## src/design/dltq_pkg.sv

```systemverilog
// ----------------------------------------------------------------------------
// Delta list timeout queue package
// Shared types and codes for the timeout queue and its list cells.
// ----------------------------------------------------------------------------
package dltq_pkg;

  localparam int unsigned ListDepthDefault = 16;
  localparam int unsigned MaxResults       = 16;
  localparam int unsigned ResCntW          = $clog2(MaxResults + 1);
  localparam int unsigned DeltaW           = 24;

  // Operation codes of an input transaction.
  localparam logic [1:0] OP_SCHEDULE   = 2'd0;
  localparam logic [1:0] OP_UNSCHEDULE = 2'd1;
  localparam logic [1:0] OP_TICK       = 2'd2;

  // Result kinds.
  localparam logic [2:0] KIND_SCHEDULED = 3'd0;
  localparam logic [2:0] KIND_FULL      = 3'd1;
  localparam logic [2:0] KIND_REMOVED   = 3'd2;
  localparam logic [2:0] KIND_NOT_FOUND = 3'd3;
  localparam logic [2:0] KIND_EXPIRED   = 3'd4;

  typedef struct packed {
    logic [1:0]  operation;
    logic [15:0] timeout_id;
    logic [7:0]  owner_id;
    logic [23:0] interval;
  } dltq_in_t;

  typedef struct packed {
    logic [2:0]  kind;
    logic [15:0] expired_id;
    logic [7:0]  expired_owner;
    logic        any_expired;
    logic        last;
  } dltq_out_t;

  // Command broadcast to every cell.
  typedef enum logic [2:0] {
    CMD_HOLD,
    CMD_INSERT,
    CMD_REMOVE,
    CMD_POP,
    CMD_TICK
  } dltq_cmd_e;

  typedef struct packed {
    logic              valid;
    logic [DeltaW-1:0] delta;
    logic [15:0]       id;
    logic [7:0]        owner;
  } dltq_entry_t;

  typedef struct packed {
    dltq_cmd_e         cmd;
    logic [15:0]       id;
    logic [7:0]        owner;
    logic [DeltaW-1:0] interval;
    logic [15:0]       tick;
  } dltq_bcast_t;

  // Link from one cell to the cell behind it.
  typedef struct packed {
    dltq_entry_t       entry;
    logic [DeltaW-1:0] due;
    logic              after;
    logic              ins;
    logic              hit_seen;
  } dltq_fwd_t;

endpackage

```

## src/design/dltq_cell.sv

```systemverilog
// ----------------------------------------------------------------------------
// Delta list cell
// Holds one list entry and its running due time, and updates itself from
// its neighbors on insert, remove, pop and tick commands.
// ----------------------------------------------------------------------------
module dltq_cell
  import dltq_pkg::*;
(
  input  logic        clk_i,
  input  logic        rst_ni,
  input  logic        head_i,
  input  dltq_bcast_t bcast_i,
  input  dltq_fwd_t   prev_i,
  input  dltq_entry_t next_i,
  output dltq_fwd_t   fwd_o,
  output dltq_entry_t entry_o
);

  logic              valid_q, valid_d;
  logic [DeltaW-1:0] delta_q, delta_d;
  logic [15:0]       id_q, id_d;
  logic [7:0]        owner_q, owner_d;
  logic [DeltaW-1:0] due_q, due_d;

  logic match, first, hit_seen, after, ins;

  // Local flags for search and insert position.
  always_comb begin
    match    = valid_q && (id_q == bcast_i.id) && (owner_q == bcast_i.owner);
    hit_seen = prev_i.hit_seen | match;
    first    = match & ~prev_i.hit_seen;
    after    = ~valid_q | (due_q > bcast_i.interval);
    ins      = after & ~prev_i.after;
  end

  assign entry_o = '{valid: valid_q, delta: delta_q, id: id_q, owner: owner_q};
  assign fwd_o   = '{entry: entry_o, due: due_q, after: after, ins: ins,
                     hit_seen: hit_seen};

  // Next entry contents.
  always_comb begin
    valid_d = valid_q;
    delta_d = delta_q;
    id_d    = id_q;
    owner_d = owner_q;
    due_d   = prev_i.due + delta_q;
    unique case (bcast_i.cmd)
      CMD_HOLD: begin
      end
      CMD_INSERT: begin
        if (ins) begin
          valid_d = 1'b1;
          delta_d = bcast_i.interval - prev_i.due;
          id_d    = bcast_i.id;
          owner_d = bcast_i.owner;
        end else if (prev_i.after) begin
          valid_d = prev_i.entry.valid;
          id_d    = prev_i.entry.id;
          owner_d = prev_i.entry.owner;
          delta_d = prev_i.ins ? (prev_i.due - bcast_i.interval) : prev_i.entry.delta;
        end
      end
      CMD_REMOVE: begin
        if (hit_seen) begin
          valid_d = next_i.valid;
          id_d    = next_i.id;
          owner_d = next_i.owner;
          delta_d = first ? (next_i.delta + delta_q) : next_i.delta;
        end
      end
      CMD_POP: begin
        valid_d = next_i.valid;
        id_d    = next_i.id;
        owner_d = next_i.owner;
        delta_d = next_i.delta;
      end
      CMD_TICK: begin
        if (head_i) begin
          if (delta_q <= DeltaW'(bcast_i.tick)) begin
            delta_d = '0;
          end else begin
            delta_d = delta_q - DeltaW'(bcast_i.tick);
          end
        end
      end
      default: begin
      end
    endcase
  end

  // Entry valid flag.
  always_ff @(posedge clk_i or negedge rst_ni) begin
    if (!rst_ni) begin
      valid_q <= 1'b0;
    end else begin
      valid_q <= valid_d;
    end
  end

  // Entry payload and running due time.
  always_ff @(posedge clk_i) begin
    delta_q <= delta_d;
    id_q    <= id_d;
    owner_q <= owner_d;
    due_q   <= due_d;
  end

endmodule

```

## config.mk

```make
export PLATFORM = sky130hd
export DESIGN_NAME = dltq_cell
export DESIGN_NICKNAME = d
export VERILOG_FILES = /design/src/design/dltq_pkg.sv /design/src/design/dltq_cell.sv
export SDC_FILE = /design/constraint.sdc
export NUM_CORES = 1
export LEC_CHECK = 0
export ABC_CLOCK_PERIOD_IN_PS = 4500
export BUFFER_PORTS_ARGS = -buffer_cell sky130_fd_sc_hd__buf_2
export CORE_ASPECT_RATIO = 0.75
export CORE_MARGIN = 2
export CORE_UTILIZATION = 55
export CTS_BUF_LIST = sky130_fd_sc_hd__clkbuf_2
export DETAILED_ROUTE_END_ITERATION = 10
export GPL_ROUTABILITY_DRIVEN = 0
export MAX_ROUTING_LAYER = met4
export PLACE_DENSITY = 0.83
export SYNTH_ARGS = -nofsm -noshare
export SYNTH_HDL_FRONTEND = slang
export SYNTH_SLANG_ARGS = --single-unit
```

## constraint.sdc

```tcl
create_clock -name clk_i -period 4.5 [get_ports clk_i]
set_input_delay 0.9 -clock clk_i [delete_from_list [all_inputs] [get_ports clk_i]]
set_output_delay 0.9 -clock clk_i [all_outputs]
set_load 0.01 [all_outputs]
```

# After elaboration in Yosys (flattened, before gate mapping)
# Cells that the tools add are included.
[totals] out_inout_bits=125 regBits=73
[op_classes] magnitude_cmp=2 reduce_logical=6 n_eq_ne=9 muxes=20 bitwise_logic=7 addsub=5
[op_table] operator="$mux W24" count=7
[op_table] operator="$pmux W24 S4" count=1
[op_table] operator="$add A24 B24 Y24" count=2
[op_table] operator="$mux W16" count=3
[op_table] operator="$pmux W16 S3" count=1
[op_table] operator="$sub A24 B24 Y24" count=2
[op_table] operator="$gt A24 B24 Y1" count=1
[op_table] operator="$le A24 B16 Y1" count=1
[op_table] operator="$mux W8" count=3
[op_table] operator="$pmux W8 S3" count=1
[op_table] operator="$sub A24 B16 Y24" count=1
[op_table] operator="$eq A16 B16 Y1" count=1
[op_table] operator="$eq A8 B8 Y1" count=1
[op_table] operator="$eq A3 B2 Y1 const B" count=2
[op_table] operator="$ne A2 B2 Y1 const B" count=2
[op_table] operator="$reduce_and A4 Y1" count=1
[op_table] operator="$reduce_bool A4 Y1" count=1
[op_table] operator="$eq A3 B1 Y1 const B" count=1
[op_table] operator="$eq A3 B3 Y1 const B" count=1
[op_table] operator="$mux W1" count=3
[op_table] operator="$ne A3 B3 Y1 const B" count=1
[op_table] operator="$not A1 Y1" count=3
[op_table] operator="$pmux W1 S3" count=1
[op_table] operator="$reduce_and A3 Y1" count=1
[op_table] operator="other kinds (4)" count=7

# Longest topological paths before layout
# Gate-level depths: netlist of the first run.
[depth] word_depth=7 ltp_mapped=13 ltp_nobuf=12

# Least setup slack after synthesis of the first run
# Ideal clock, no wire load.
[synth_timing] path_type="input -> register" start="input bcast_i[34] in the netlist's numbering" end="register delta_q[0] (enable)" t_required_ns=4.120 arrival_ns=4.194 path_slack_ns=-0.074 n_path_buf=0 path_stages=11 cell_sequence="inv_1 -> ha_1 -> and3_1 -> nand3_1 -> or2_1 -> o21ai_1 -> a211oi_4 -> nor2_1 -> o31ai_1 -> a21oi_1 -> a21o_1"
[synth_between] elab_chain_len=5
[synth_lines] item="start: declaration" line="dltq_cell.sv:12" rtl="input dltq_bcast_t bcast_i,"
[synth_lines] item="$gt A24 B24 Y1" line="dltq_cell.sv:32" rtl="after = ~valid_q | (due_q > bcast_i.interval);"
[synth_lines] item="$or A1 B1 Y1" line="dltq_cell.sv:32"
[synth_lines] item="named net after" line="dltq_cell.sv:25" rtl="logic match, first, hit_seen, after, ins;"
[synth_lines] item="$and A1 B1 Y1" line="dltq_cell.sv:33" rtl="ins = after & ~prev_i.after;"
[synth_lines] item="$ne A3 B3 Y1 (no source line)"
[synth_lines] item="$reduce_and A4 Y1 (no source line)"
[synth_lines] item="end signal: assignment" line="dltq_cell.sv:102" rtl="delta_q <= delta_d;"
[synth_lines] item="end: declaration" line="dltq_cell.sv:20" rtl="logic [DeltaW-1:0] delta_q, delta_d;"
# The timed path passes the listed nets, and every way through them passes these cells.
# A chain may end at the register's enable or synchronous reset.

==> results.md, run 1 <==
- Area of the die: 20400 µm²
- Crit path kind: in2out
- Skew final: 37.6 ps
- Outcome: complete, no violations
- Max stage delay on crit path: 380 ps
- Minimum clock period: 4070 ps
- Min-Delay Path Class: in2reg
- Layout cell share with drive strength beyond 1: 24.9%
- DP Worst Slack: 491 ps
- Routed Antenna Nets: 0
- Synth area leaders: ha_1 16%, edfxtp_1 14%, xnor2_1 6.3%
- Worst-path clk slew: 260 ps
- Syn Nets: 1670
- CP dominant cell by count: buf_2
- Worst hold slack: 490 ps
- Vias in the first global route: 10400
- PwrDens: 319 nW/µm²
- CP Data Required Time: 3600 ps
- Startpoint Class: input pin
- Unique masters post-synth: 93
- Vias per inst: 6.35
- Die Span X: 164 µm
- Placeable core area: 18700 µm²
- Number of max-cap violations: 0
- RSZ-0062 raised after global routing: no
- Register area share after synthesis: 18.4%
- Final cell count without fillers: 1829
- Number of flops mapped to enable cells by yosys: 48
- Die Ht: 124 µm
- DR DRC count: 0
- Avg Inst Size Synth: 7.92 µm²
- Prevailing post-synth register cell: edfxtp_1
- Nets@finish: 1909
- Async S/R FF share, synth: 1.37%
- Max-slew violations: 0
- Most common cell after layout, fill and taps aside: buf_2
- Max Buffers Root-to-Sink: 2
- Avg WL per Cell: 20.3 µm
- Slowest stage cell, crit path: inv_2
- Initial drt markers: 1509
- Total track usage: 36.2%
- Root buf cell: clkbuf_2
- Tcrit/Tclk final: 90.5%
- Placed cell count: 1812
- Largest net degree at the start of global routing: 54
- Actual slew at the worst max-slew pin: 986 ps
- Final hold violation count: 0
- I/O pin cnt: 320
- Setup_tns: 0 ps
- Slew margin rel.: 34.3%
- Final wirelength: 37200 µm
- Cells after synthesis: 1338
- Worst path cell trace: buf_2 -> inv_1 -> ha_1 -> and3_1 -> nand3_1 -> or2_1 -> o21ai_1 -> a211o_2 -> nand2_2 -> inv_2 -> buf_2
- Setup crit end kind: output pin
- GR Overflow Total: 0
- Post-synth top area share: 15.6%
- Antenna cell count: 0
- Synth warnings: 0
- P_leak: 0.00575 µW
- First-pass GRT wire length: 55300 µm
- H-tree Lvls: 3
- Area growth syn-to-layout: 14.2%
- Most frequent cells in the layout: 319 x buf_2, 132 x ha_1, 118 x a21oi_1
- Port buffer count: 319
- Crit path setup slack, layout: 430 ps
- TritonCTS Buffers: 9
- TritonCTS clock tree: done
- Clock Sinks: 73
- Post-DP HPWL: 30200 µm
- Synth Cell Area: 10600 µm²
- Post-CTS Setup Bufs: 0
- Dominant cell type by area after synthesis: ha_1
- Setup-failing EPs final: 0
- Clk Latency, worst-skew pair: 650 ps
- Initial Util: 56.7%
- Crit-path max FO: 19
- Fmax: 246 MHz
- Initial DRT Pass Iterations: 7
- Seq cells post-synth: 73
- CTS resizes: 0
- Worst vdd ir: 0.000185 V
- Row count: 43
- Layout fillers: 1679
- Vias: 11600
- Initial antenna violation count: 0
- Hold buffers post-CTS: 1
- Critical Path AT: 3170 ps
- Finished Core Util: 64.8%
[synth_stat cells, types with 9 or more instances]
library cell / number
and3_1: 9
o221ai_1: 11
a221oi_1: 15
nand4_1: 25
buf_4: 56
nor2b_1: 17
inv_1: 92
o21a_1: 16
or3_1: 12
edfxtp_1: 48
a21o_1: 56
nor3_1: 32
o21bai_1: 17
o21ai_0: 56
xnor2_1: 76
buf_2: 17
clkbuf_1: 25
a21oi_1: 119
dfxtp_1: 24
xor2_1: 15
nand2_1: 113
o21ai_1: 10
a31oi_1: 34
o211ai_1: 10
nand3_1: 26
a221o_1: 11
ha_1: 132
nor2_1: 86
nand2b_1: 14
o22ai_1: 11
[where the power goes]
part / switching [µW] / internal (µW)
clock: 298 / 184
sequential: 168 / 891
combinational: 1360 / 962
[kinds of logic (layout without fill, tap and decap cells)]
group,after synthesis,in the layout,share of synthesized area (%)
mux,10,10,0.969
fa+ha+maj,137,137,16.5
xor+xnor,91,91,7.53
buf+inv,196,440,9.30
flops,73,73,18.4
compound gates,453,453,29.7
simple gates,378,378,17.6
[critical path, delay by kind of cell]
kind,cells,cell delay [ps]
AOI/OAI and AO/OA,2,530
adders and majority gates,1,300
buffers and inverters,4,750
and+or+nand+nor,4,680
[through the flow]
stage               total power, µW  instance area, µm²
finish                         3860               12100
global route                   4100               12100
CTS                            3800               12100
detailed placement             3310               12000
global placement               3250               12000
floorplan                      2660               10600
[metal layers]
metal  up-vias  track usage [%]  wire [µm]
met2       839             49.8      15200
met3       118             9.22       4800
met1      5274             50.7      15800
li1       5377                -          -
met4         0             13.4       1430
met5         -                -          0
[layout make-up]
| class | instances | area (µm²) | share of cell area, % |
|---|---|---|---|
| tap | 247 | 309 | 2.55 |
| inverter | 93 | 349 | 2.89 |
| sequential | 73 | 1950 | 16.1 |
| timing repair buffer | 331 | 1690 | 14.0 |
| clock inverter | 7 | 91.3 | 0.755 |
| multi-input combinational | 1069 | 7670 | 63.4 |
| clock buffer | 9 | 45.0 | 0.372 |
[sequential cells by signal (all words and copies together) (netlist names)]
| register | count |
|---|---|
| delta_q | 24 |
| due_q | 24 |
| id_q | 16 |
| owner_q | 8 |
| valid_q | 1 |
[path summary, 6_finish.rpt]
kind / endpoint / from / slack, ps / cells after the start
min in group asynchronous: valid_q / rst_ni / 560 / 2
max reg2reg: delta_q[17] / delta_q[7] / 970 / 10
max: fwd_o[1] / bcast_i[36] / 430 / 11
min reg2reg: due_q[0] / delta_q[0] / 690 / 1
min: due_q[0] / prev_i[3] / 490 / 2
max in group asynchronous: valid_q / rst_ni / 3860 / 2
No activity file was read; power rests on OpenSTA's default activity.
==> run 2: changes to the inputs <==
- BUFFER_PORTS_ARGS: -buffer_cell sky130_fd_sc_hd__buf_2 -> -buffer_cell sky130_fd_sc_hd__buf_4
- MAX_ROUTING_LAYER: met4 -> default
==> run 2 against run 1 <==
Against the previous run: register-to-register slack worse by 140 ps; sequential share of layout area is 1.0 points lower; core utilization is 4.5 points higher; global-route usage is 0.54 points lower; clock power is 11% higher; routed wire length is 0.94% higher; total power is 5.5% higher; fmax is 1.6% higher; critical path depth stayed put; sequential cell count stayed put; first-iteration DRC count is 7.0% lower; critical path type unchanged.
==> results.md, run 2 (synthesis gave the netlist of run 1 again) <==
- Vias: 11600 (about the same)
- Crit-path max FO: 19 (unchanged)
- Vias in the first global route: 10600 (was 10400)
- GR Overflow Total: 0 (unchanged)
- Internal power: 2240 µW (was 2040 µW)
- Actual slew at the worst max-slew pin: 987 ps (was 986 ps)
- Area growth syn-to-layout: 22.1% (was 14.2%)
- Clk Latency, worst-skew pair: 630 ps (was 650 ps)
- PwrDens: 315 nW/µm² (was 319 nW/µm²)
- Most common cell after layout, fill and taps aside: buf_4 (was buf_2)
- Most frequent cells in the layout: 330 x buf_4, 132 x ha_1, 118 x a21oi_1 (was 319 x buf_2, 132 x ha_1, 118 x a21oi_1)
- DR DRC count: 0 (unchanged)
- I/O pin cnt: 320 (unchanged)
- Post-CTS Setup Bufs: 0 (unchanged)
- TritonCTS Buffers: 9 (unchanged)
- Row count: 43 (unchanged)
- Setup-failing EPs final: 0 (unchanged)
- Minimum clock period: 4010 ps (was 4070 ps)
- Sw Pwr: 1830 µW (was 1820 µW)
- Initial antenna violation count: 2 (was 0)
- TritonCTS clock tree: done (unchanged)
- Die Ht: 124 µm (unchanged)
- Clock Sinks: 73 (unchanged)
- Number of max-cap violations: 0 (unchanged)
- Max-slew violations: 0 (unchanged)
- Nets@finish: 1909 (unchanged)
- Vias per inst: 6.31 (was 6.35)
- Root buf cell: clkbuf_2 (unchanged)
- Slew margin rel.: 34.2% (was 34.3%)
- H-tree Lvls: 3 (unchanged)
- RSZ-0062 raised after global routing: no (unchanged)
- Switching Share: 45.0% (was 47.2%)
- Initial DRT Pass Iterations: 6 (was 7)
- Setup_tns: 0 ps (unchanged)
- Initial drt markers: 1403 (was 1509)
- Min-Delay Path Class: in2reg (unchanged)
- Area of the die: 20400 µm² (unchanged)
- Port buffer count: 319 (unchanged)
- CP Data Required Time: 3600 ps (about the same)
- Skew final: 32.7 ps (was 37.6 ps)
- P_leak: 0.00603 µW (was 0.00575 µW)
- Max Buffers Root-to-Sink: 2 (unchanged)
- Die Span X: 164 µm (unchanged)
- Fmax: 250 MHz (was 246 MHz)
- Crit path kind: in2out (unchanged)
- Avg WL per Cell: 20.5 µm (was 20.3 µm)
- Clk pwr share: 13.1% (was 12.5%)
- Initial Util: 56.7% (unchanged)
- Startpoint Class: input pin (unchanged)
- Top Registers: delta_q x24, due_q x24, id_q x16 (unchanged)
- Critical Path AT: 3110 ps (was 3170 ps)
- Final wirelength: 37600 µm (was 37200 µm)
- Outcome: complete, no violations (unchanged)
- Routed Antenna Nets: 0 (unchanged)
- Tcrit/Tclk final: 89.0% (was 90.5%)
- Total track usage: 35.7% (was 36.2%)
- Post-DP HPWL: 30600 µm (was 30200 µm)
- Final hold violation count: 0 (unchanged)
- Worst-path clk slew: 260 ps (about the same)
- Layout cell share with drive strength beyond 1: 24.9% (unchanged)
- Placeable core area: 18700 µm² (unchanged)
- Setup crit end kind: output pin (unchanged)
- Worst vdd ir: 0.000180 V (was 0.000185 V)
- Combinational power share: 60.6% (was 60.0%)
- Worst hold slack: 490 ps (about the same)
- First-pass GRT wire length: 56500 µm (was 55300 µm)
- Part of the power in registers: 26.3% (was 27.5%)
- Largest net degree at the start of global routing: 50 (was 54)
[run 2: cell count changes in the layout (fill, tap and decap cells not counted), sizes merged]
| cell | delta |
|---|---|
| bufinv | +1 |
| diode | +3 |
| clkinv | +1 |
| inv | -2 |
[run 2: power by group through the flow]
stage | sequential, µW | clock (µW) | combinational, µW
6_report | 1070 | 534 | 2470
5_1_grt | 1080 | 551 | 2670
3_5_place_dp | 1080 | 0 | 2400
3_3_place_gp | 1080 | 0 | 2330
4_1_cts | 1070 | 533 | 2410
2_1_floorplan | 1080 | 0 | 1590
[run 2: final timing paths]
check | cells past startpoint | endpoint | slack (ps) | from
worst min-delay path | 2 | due_q[0] | 490 | prev_i[3]
worst min register to register | 1 | due_q[0] | 650 | delta_q[0]
max in group asynchronous | 2 | valid_q | 3860 | rst_ni
worst max-delay path | 11 | fwd_o[1] | 490 | bcast_i[34]
worst max register to register | 10 | delta_q[17] | 830 | delta_q[7]
min in group asynchronous | 2 | valid_q | 570 | rst_ni
[run 2: critical path, stage by stage]
cell     delay, ps
buf_4           90
inv_1           50
ha_1           280
and3_1         160
nand3_1        170
or2_1          290
o21ai_1        280
a211o_2        240
nand2_2         70
inv_2          340
buf_4          220
[run 2: per-layer routing]
metal	up-vias	track usage, %	wire length, µm
li1	5368	-	-
met2	765	52.7	15800
met1	5329	50.6	16000
met4	0	12.4	1180
met3	95	8.79	4600
met5	-	0	0
[run 2: per-stage QoR]
stage	power [µW]	std cells	setup WS [ps]	utilization [%]	instance area, µm²
global route	4300	1831	394	69.2	12900
finish	4070	1832	494	69.3	12900
detailed placement	3480	1812	533	68.3	12700
floorplan	2660	1338	403	-	10600
CTS	4010	1829	567	69.2	12900
global placement	3420	1812	637	68.3	12700
[run 2: layout make-up]
cell class	count	area (µm²)
antenna	3	7.51
clock inverter	7	118
fill	1580	5740
clock buffer	9	45.0
timing repair buffer	331	2490
sequential	73	1950
inverter	93	349
tap	247	309
multi-input combinational	1069	7670
[run 2: repair_timing]
action                    in CTS  in global routing
gates resized for setup        0                  0
hold endpoints to repair       1                  0
hold buffers                   1                  0
